## src/design/ssd_pkg.sv

```systemverilog
// Shared types, constants and the digit pattern table of the signed integer
// to seven-segment converter. Used by every module of the design folder.
// Depends on nothing.
package ssd_pkg;

	localparam int NUM_W   = 16;
	localparam int MAG_W   = 14;
	localparam int DIGIT_W = 4;
	localparam int SEG_W   = 7;
	localparam int POS_N   = 4;
	localparam int DATA_W  = 32;

	localparam logic signed [NUM_W-1:0] SHOW_MAX = 16'sd9999;
	localparam logic signed [NUM_W-1:0] SHOW_MIN = -16'sd999;
	localparam logic [MAG_W-1:0] MAG_MAX_POS = 14'd9999;
	localparam logic [MAG_W-1:0] MAG_MAX_NEG = 14'd999;

	// Reciprocal multipliers; each quotient is exact for magnitudes up to 9999.
	localparam logic [13:0] RECIP_1000 = 14'd8389;
	localparam int          SHIFT_1000 = 23;
	localparam logic [12:0] RECIP_100  = 13'd5243;
	localparam int          SHIFT_100  = 19;
	localparam logic [15:0] RECIP_10   = 16'd52429;
	localparam int          SHIFT_10   = 19;

	localparam logic [SEG_W-1:0] SEG_MINUS = 7'h40;
	localparam logic [SEG_W-1:0] SEG_BLANK = 7'h00;
	localparam logic [SEG_W-1:0] SEG_NINE  = 7'h6F;

	typedef logic [DIGIT_W-1:0] digit_t;
	typedef logic [SEG_W-1:0]   seg_t;

	// Decimal digits of the clamped magnitude, with the sign and clip flags.
	typedef struct packed {
		logic   neg;
		logic   clipped;
		digit_t thousands;
		digit_t hundreds;
		digit_t tens;
		digit_t units;
	} digits_t;

	function automatic seg_t seg_of_digit(input digit_t d);
		seg_t s;
		case (d)
			4'd0: s = 7'h3F;
			4'd1: s = 7'h06;
			4'd2: s = 7'h5B;
			4'd3: s = 7'h4F;
			4'd4: s = 7'h66;
			4'd5: s = 7'h6D;
			4'd6: s = 7'h7D;
			4'd7: s = 7'h07;
			4'd8: s = 7'h7F;
			4'd9: s = 7'h6F;
			default: s = SEG_BLANK;
		endcase
		return s;
	endfunction

endpackage

```

## src/design/ssd_split.sv

```systemverilog
// Clamps the signed input to the showable range and splits its magnitude into
// four decimal digits with reciprocal multiplications. Uses ssd_pkg.
module ssd_split (
	input  logic [ssd_pkg::NUM_W-1:0] number,
	output ssd_pkg::digits_t          digits
);

	logic                        neg;
	logic                        clip_hi;
	logic                        clip_lo;
	logic [ssd_pkg::NUM_W-1:0]   negated;
	logic [ssd_pkg::MAG_W-1:0]   mag;
	logic [27:0]                 prod_1000;
	logic [26:0]                 prod_100;
	logic [29:0]                 prod_10;
	logic [3:0]                  q1000;
	logic [6:0]                  q100;
	logic [9:0]                  q10;
	logic [6:0]                  h_full;
	logic [9:0]                  t_full;
	logic [ssd_pkg::MAG_W-1:0]   u_full;

	assign neg     = number[ssd_pkg::NUM_W-1];
	assign clip_hi = $signed(number) > ssd_pkg::SHOW_MAX;
	assign clip_lo = $signed(number) < ssd_pkg::SHOW_MIN;
	assign negated = -number;

	always_comb begin
		if (clip_hi) begin
			mag = ssd_pkg::MAG_MAX_POS;
		end else if (clip_lo) begin
			mag = ssd_pkg::MAG_MAX_NEG;
		end else if (neg) begin
			mag = negated[ssd_pkg::MAG_W-1:0];
		end else begin
			mag = number[ssd_pkg::MAG_W-1:0];
		end
	end

	// The three quotients are formed side by side; the thousands digit is q1000 and each
	// other digit is one quotient, or mag for units, less ten times the next coarser one.
	assign prod_1000 = 28'(mag) * 28'(ssd_pkg::RECIP_1000);
	assign prod_100  = 27'(mag) * 27'(ssd_pkg::RECIP_100);
	assign prod_10   = 30'(mag) * 30'(ssd_pkg::RECIP_10);

	assign q1000 = prod_1000[ssd_pkg::SHIFT_1000 +: 4];
	assign q100  = prod_100[ssd_pkg::SHIFT_100 +: 7];
	assign q10   = prod_10[ssd_pkg::SHIFT_10 +: 10];

	assign h_full = q100 - 7'(q1000) * 7'd10;
	assign t_full = q10 - 10'(q100) * 10'd10;
	assign u_full = mag - 14'(q10) * 14'd10;

	assign digits.neg       = neg;
	assign digits.clipped   = clip_hi | clip_lo;
	assign digits.thousands = q1000;
	assign digits.hundreds  = h_full[3:0];
	assign digits.tens      = t_full[3:0];
	assign digits.units     = u_full[3:0];

endmodule

```

## src/design/ssd_encode.sv

```systemverilog
// Turns four decimal digits into segment patterns, blanking leading zeros and
// placing the minus sign left of the first shown digit. Uses ssd_pkg.
module ssd_encode (
	input  ssd_pkg::digits_t digits,
	output ssd_pkg::seg_t    seg_left,
	output ssd_pkg::seg_t    seg_second,
	output ssd_pkg::seg_t    seg_third,
	output ssd_pkg::seg_t    seg_right
);

	logic show_left;
	logic show_second;
	logic show_third;

	assign show_left   = digits.thousands != '0;
	assign show_second = show_left | (digits.hundreds != '0);
	assign show_third  = show_second | (digits.tens != '0);

	always_comb begin
		if (show_left) begin
			seg_left = ssd_pkg::seg_of_digit(digits.thousands);
		end else if (digits.neg && show_second) begin
			seg_left = ssd_pkg::SEG_MINUS;
		end else begin
			seg_left = ssd_pkg::SEG_BLANK;
		end

		if (show_second) begin
			seg_second = ssd_pkg::seg_of_digit(digits.hundreds);
		end else if (digits.neg && show_third) begin
			seg_second = ssd_pkg::SEG_MINUS;
		end else begin
			seg_second = ssd_pkg::SEG_BLANK;
		end

		// The units digit is always shown, and for a negative value the tens place
		// is at least the minus sign.
		if (show_third) begin
			seg_third = ssd_pkg::seg_of_digit(digits.tens);
		end else if (digits.neg) begin
			seg_third = ssd_pkg::SEG_MINUS;
		end else begin
			seg_third = ssd_pkg::SEG_BLANK;
		end
	end

	assign seg_right = ssd_pkg::seg_of_digit(digits.units);

endmodule

```

## src/design/signed_int_to_seven_segment.sv

```systemverilog
// Top level of the signed integer to four-digit seven-segment converter.
// Input register, ssd_split and ssd_encode, then the result register. Uses ssd_pkg.
//
// Channel   Dir  Payload
// s_*       in   tdata[15:0] number_in (signed)
// m_*       out  tdata[27:0] four segment patterns, tuser[0] clipped
//
// An accepted request passes through the input register, the combinational
// conversion and then the result register to m_*. One request is taken every
// cycle while m_* is not stalled; the input register still fills behind a stall.
// Reset empties both registers. A stall on m_tready holds the result and
// backs up into s_tready only once both registers are full.
module signed_int_to_seven_segment (
	input  logic        clk,
	input  logic        arst_n,
	input  logic        s_tvalid,
	output logic        s_tready,
	input  logic [15:0] s_tdata,   // [15:0] number_in
	output logic        m_tvalid,
	input  logic        m_tready,
	output logic [31:0] m_tdata,   // [6:0] digit_left, [13:7] digit_second,
	                               // [20:14] digit_third, [27:21] digit_right,
	                               // [31:28] zero
	output logic [0:0]  m_tuser    // [0] clipped
);

	logic                          valid_s1;
	logic [ssd_pkg::NUM_W-1:0]     number_s1;
	logic                          valid_s2;
	logic [ssd_pkg::DATA_W-1:0]    data_s2;
	logic                          clipped_s2;
	logic                          load_s2;
	logic                          load_s1;
	ssd_pkg::digits_t              digits;
	ssd_pkg::seg_t                 seg_left;
	ssd_pkg::seg_t                 seg_second;
	ssd_pkg::seg_t                 seg_third;
	ssd_pkg::seg_t                 seg_right;

	assign load_s2  = !valid_s2 || m_tready;
	assign s_tready = !valid_s1 || load_s2;
	assign load_s1  = s_tvalid && s_tready;

	always_ff @(posedge clk or negedge arst_n) begin
		if (!arst_n) begin
			valid_s1 <= 1'b0;
		end else if (s_tready) begin
			valid_s1 <= s_tvalid;
		end
	end

	always_ff @(posedge clk) begin
		if (load_s1) begin
			number_s1 <= s_tdata;
		end
	end

	ssd_split u_split (
		.number (number_s1),
		.digits (digits)
	);

	ssd_encode u_encode (
		.digits     (digits),
		.seg_left   (seg_left),
		.seg_second (seg_second),
		.seg_third  (seg_third),
		.seg_right  (seg_right)
	);

	always_ff @(posedge clk or negedge arst_n) begin
		if (!arst_n) begin
			valid_s2 <= 1'b0;
		end else if (load_s2) begin
			valid_s2 <= valid_s1;
		end
	end

	always_ff @(posedge clk) begin
		if (load_s2 && valid_s1) begin
			data_s2    <= {4'b0000, seg_right, seg_third, seg_second, seg_left};
			clipped_s2 <= digits.clipped;
		end
	end

	assign m_tvalid   = valid_s2;
	assign m_tdata    = data_s2;
	assign m_tuser[0] = clipped_s2;

endmodule

```

## config.mk

```make
export PLATFORM = sky130hd
export DESIGN_NAME = signed_int_to_seven_segment
export DESIGN_NICKNAME = d
export VERILOG_FILES = /design/src/design/ssd_pkg.sv /design/src/design/ssd_split.sv /design/src/design/ssd_encode.sv /design/src/design/signed_int_to_seven_segment.sv
export SDC_FILE = /design/constraint.sdc
export NUM_CORES = 1
export LEC_CHECK = 0
export CORE_ASPECT_RATIO = 1.5
export CORE_MARGIN = 3
export CORE_UTILIZATION = 47
export CTS_CLUSTER_DIAMETER = 60
export DETAILED_ROUTE_END_ITERATION = 7
export DONT_BUFFER_PORTS = 1
export SYNTH_ARGS = -nofsm -noshare
export SYNTH_HDL_FRONTEND = slang
export SYNTH_HIERARCHICAL = 1
export SYNTH_SLANG_ARGS = --single-unit
```

## constraint.sdc

```tcl
create_clock -name clk -period 10.4 [get_ports clk]
set_clock_uncertainty 0.15 [all_clocks]
set_input_delay 2.6 -clock clk [delete_from_list [all_inputs] [get_ports clk]]
set_output_delay 2.6 -clock clk [all_outputs]
set_load 0.03 [all_outputs]
```

==> impl_summary.md <==
Logic synthesis
The synthesis warning total is 6. Synthesis instantiated between 80 and 90 different standard cells from the library. In this run, synthesis produced a sequential element count of 47. The number of synthesized flops with an enable pin is 45. In the synthesized netlist the dominant register cell turns out to be edfxtp_1.

The share of the Yosys chip area taken by registers is between 10% and 20%. The fraction of registers with async set/reset is 4.26%. The instance count of the mapped netlist is 1068. The post-synthesis instance area is between 10000 and 15000 um2. After synthesis, the mean cell area works out to 9.92 um2.

Worst setup path
The largest stage delay on the critical path is approximately 610 ps. In this design, the critical path's most frequently occurring cell is fa_1. The biggest fanout along the worst timing path is 8. The highest-delay cell along the critical path is fa_1. The nature of the critical path startpoint is a flop. The worst path required time is 10290 ps. The worst setup path is of the reg -> reg kind. The worst setup path is captured at a flop. At the worst endpoint, the arrival time is 9700 ps. Measured in cells, the most critical reg-to-reg path has a length of 35.

Timing
Based on the critical path, the design can be clocked at up to 102 MHz. The number of setup violations in the final report is 0. Summed over all failing endpoints, the final setup total negative slack is 0 ps. The final period utilization is ~94%. The smallest clock period supported by the final layout is computed as 9810 ps. The max-slew violation total from the final report came to 0. Setup repair after global routing left no endpoint under its margin. The worst relative slew slack is 48.7%.

The slew at the pin closest to its max-slew limit is between 700 and 800 ps. The final hold violation count is 0.

Routing
For this run, the detailed router's first-pass iteration total came to 4. The count of unresolved DRC violations after routing is 0. The via count is 7156.

The final layout contains routed wiring with a total length of 23.5 mm. For this block, the initial DRC count from the detailed router was 274. The wire length per cell after detailed routing is 17.4 um.

The via density per instance is around 5.3. The count of nets left with antenna violations once routing finished came out at 0.

Clock tree
Gates resized during post-CTS repair numbered 0. TritonCTS built the clock tree. The cell at the root of the clock tree is clkbuf_16.

The H-tree was split into 2 levels. The number of buffers between clock root and the deepest sink is 2. The clock net sink count is between 40 and 50. At the later pin of the worst-skew pair, clock insertion delay measures ~290 ps.

Counting the buffers created by CTS gives 5. The post-CTS repair timing setup buffer count is 0. After clock tree synthesis, the clock-pin slew on the worst setup and hold paths is 70 ps. The number of hold buffers added after CTS was 0.

Floorplan
The die is 129 um wide. The floorplan has 66 rows. The die area is 24400 um2. The region available for standard cell placement spans roughly 22000 um2. The starting density of the core is just under 50%. During I/O placement, the number of pins put on the boundary was 55. In this run the vertical extent of the chip is 190 um.

Hold path
The path class of the lowest-slack min-delay path is reg -> reg. Counting instances, the worst hold path has a depth of 1.

Finish
In the layout the commonest cells are inv_1, ha_1, fa_1. 0 antenna diodes ended up in the layout. The net total in the final layout is 1484. The most common cell after layout, fill and taps aside is inv_1. The post-route netlist has 5.45% of its cells at a drive strength greater than 1. Relative to the synthesized area, the layout overhead comes to 5.67%.

Global routing
The number of global-route vias before repair is slightly below 8000. The pin count of the biggest net entering global routing is 30. The number of antenna violations at the first check in global routing is 0. Summed over all layers, the global routing overflow is 0. The total global-route track usage is about a fifth. The wire length of the first global-routing pass is around 40 mm.

Placement
The final weighted congestion in routability-driven placement is ~0.9. Detailed placement finished with a half-perimeter wire length of 21.5 mm. Input and output buffers added on the ports amount to 0.

Outcome
The flow ran to the end, and the final reports show no timing, DRC or antenna violations.

Flow run
Across the run, the number of max-cap violations was 0.
## worst paths after layout
path                               from          end  slack (ps)
max                        number_s1[6]  m_tdata[20]         590
min                            valid_s1     m_tvalid         390
max reg2reg                number_s1[6]  m_tdata[20]         590
min reg2reg                    valid_s1     m_tvalid         390
max in group asynchronous        arst_n     m_tvalid        8180
min in group asynchronous        arst_n     valid_s1        1850
## final cells by class
type,instances,area (um2)
clock buffer,5,125
timing repair buffer,19,143
multi-input combinational,710,8010
fill,2040,10800
clock inverter,3,46.3
tap,272,340
sequential,47,1400
inverter,299,1130
## Yosys cell counts (all sizes together) (9+ instances only)
| cell | number | area [um2] |
|---|---|---|
| a21o | 12 | 90.1 |
| a21oi | 29 | 164 |
| edfxtp | 45 | 1350 |
| fa | 132 | 2640 |
| ha | 250 | 3130 |
| inv | 299 | 1120 |
| nand2 | 23 | 93.8 |
| nand2b | 14 | 87.6 |
| nor2 | 35 | 131 |
| nor3 | 13 | 65.1 |
| o21ai | 21 | 109 |
| o22ai | 14 | 87.6 |
| or2 | 9 | 56.3 |
| xnor2 | 31 | 279 |
| xor2 | 10 | 87.6 |
## worst max-delay path, delay by kind of cell, from the launching register on
family                   cells  cell delay (ps)
adder cells (fa/ha/maj)      9             3730
AO/OA/AOI/OAI                8             1890
XOR/XNOR                     6             1340
AND/OR/NAND/NOR              5             1140
buffers and inverters        6              540
flip-flops                   1              430
multiplexers                 1              320
## layer usage
| metal | track usage [%] | up-vias | part of all wire (%) |
|---|---|---|---|
| li1 | - | 3502 | - |
| met1 | 23.0 | 3466 | 38 |
| met2 | 39.4 | 139 | 55 |
| met3 | 1.40 | 49 | 2.0 |
| met4 | 7.92 | 0 | 4.2 |
| met5 | 0 | - | 0 |
## cell families after synthesis
kind of cell / synth area share, %
other cells: 0.0354
flops: 13.2
xor+xnor: 3.67
compound gates: 9.25
mux: 0.638
fa+ha+maj: 54.6
buf+inv: 11.3
simple gates: 7.26
## through the flow
step / utilization, % / hold WS, ps / setup WS, ps / cell area (um2) / cells
6_report: 51.0 / 392 / 590 / 11200 / 1355
3_5_place_dp: 50.1 / 387 / 480 / 11000 / 1347
5_1_grt: 51.0 / 431 / 75.4 / 11200 / 1355
3_3_place_gp: 50.1 / 371 / 625 / 11000 / 1347
2_1_floorplan: - / 361 / 1100 / 10600 / 1071
4_1_cts: 50.9 / 393 / 453 / 11200 / 1355
## registers in the layout, summed over array words and instances, names as in the netlist
register / count
m_tvalid: 1
number_s1: 16
valid_s1: 1
m_tdata: 28
m_tuser: 1
Power is left out: the tool's default activity adds up to more than one toggle a clock period on the data nets, which glitch-free logic cannot reach.
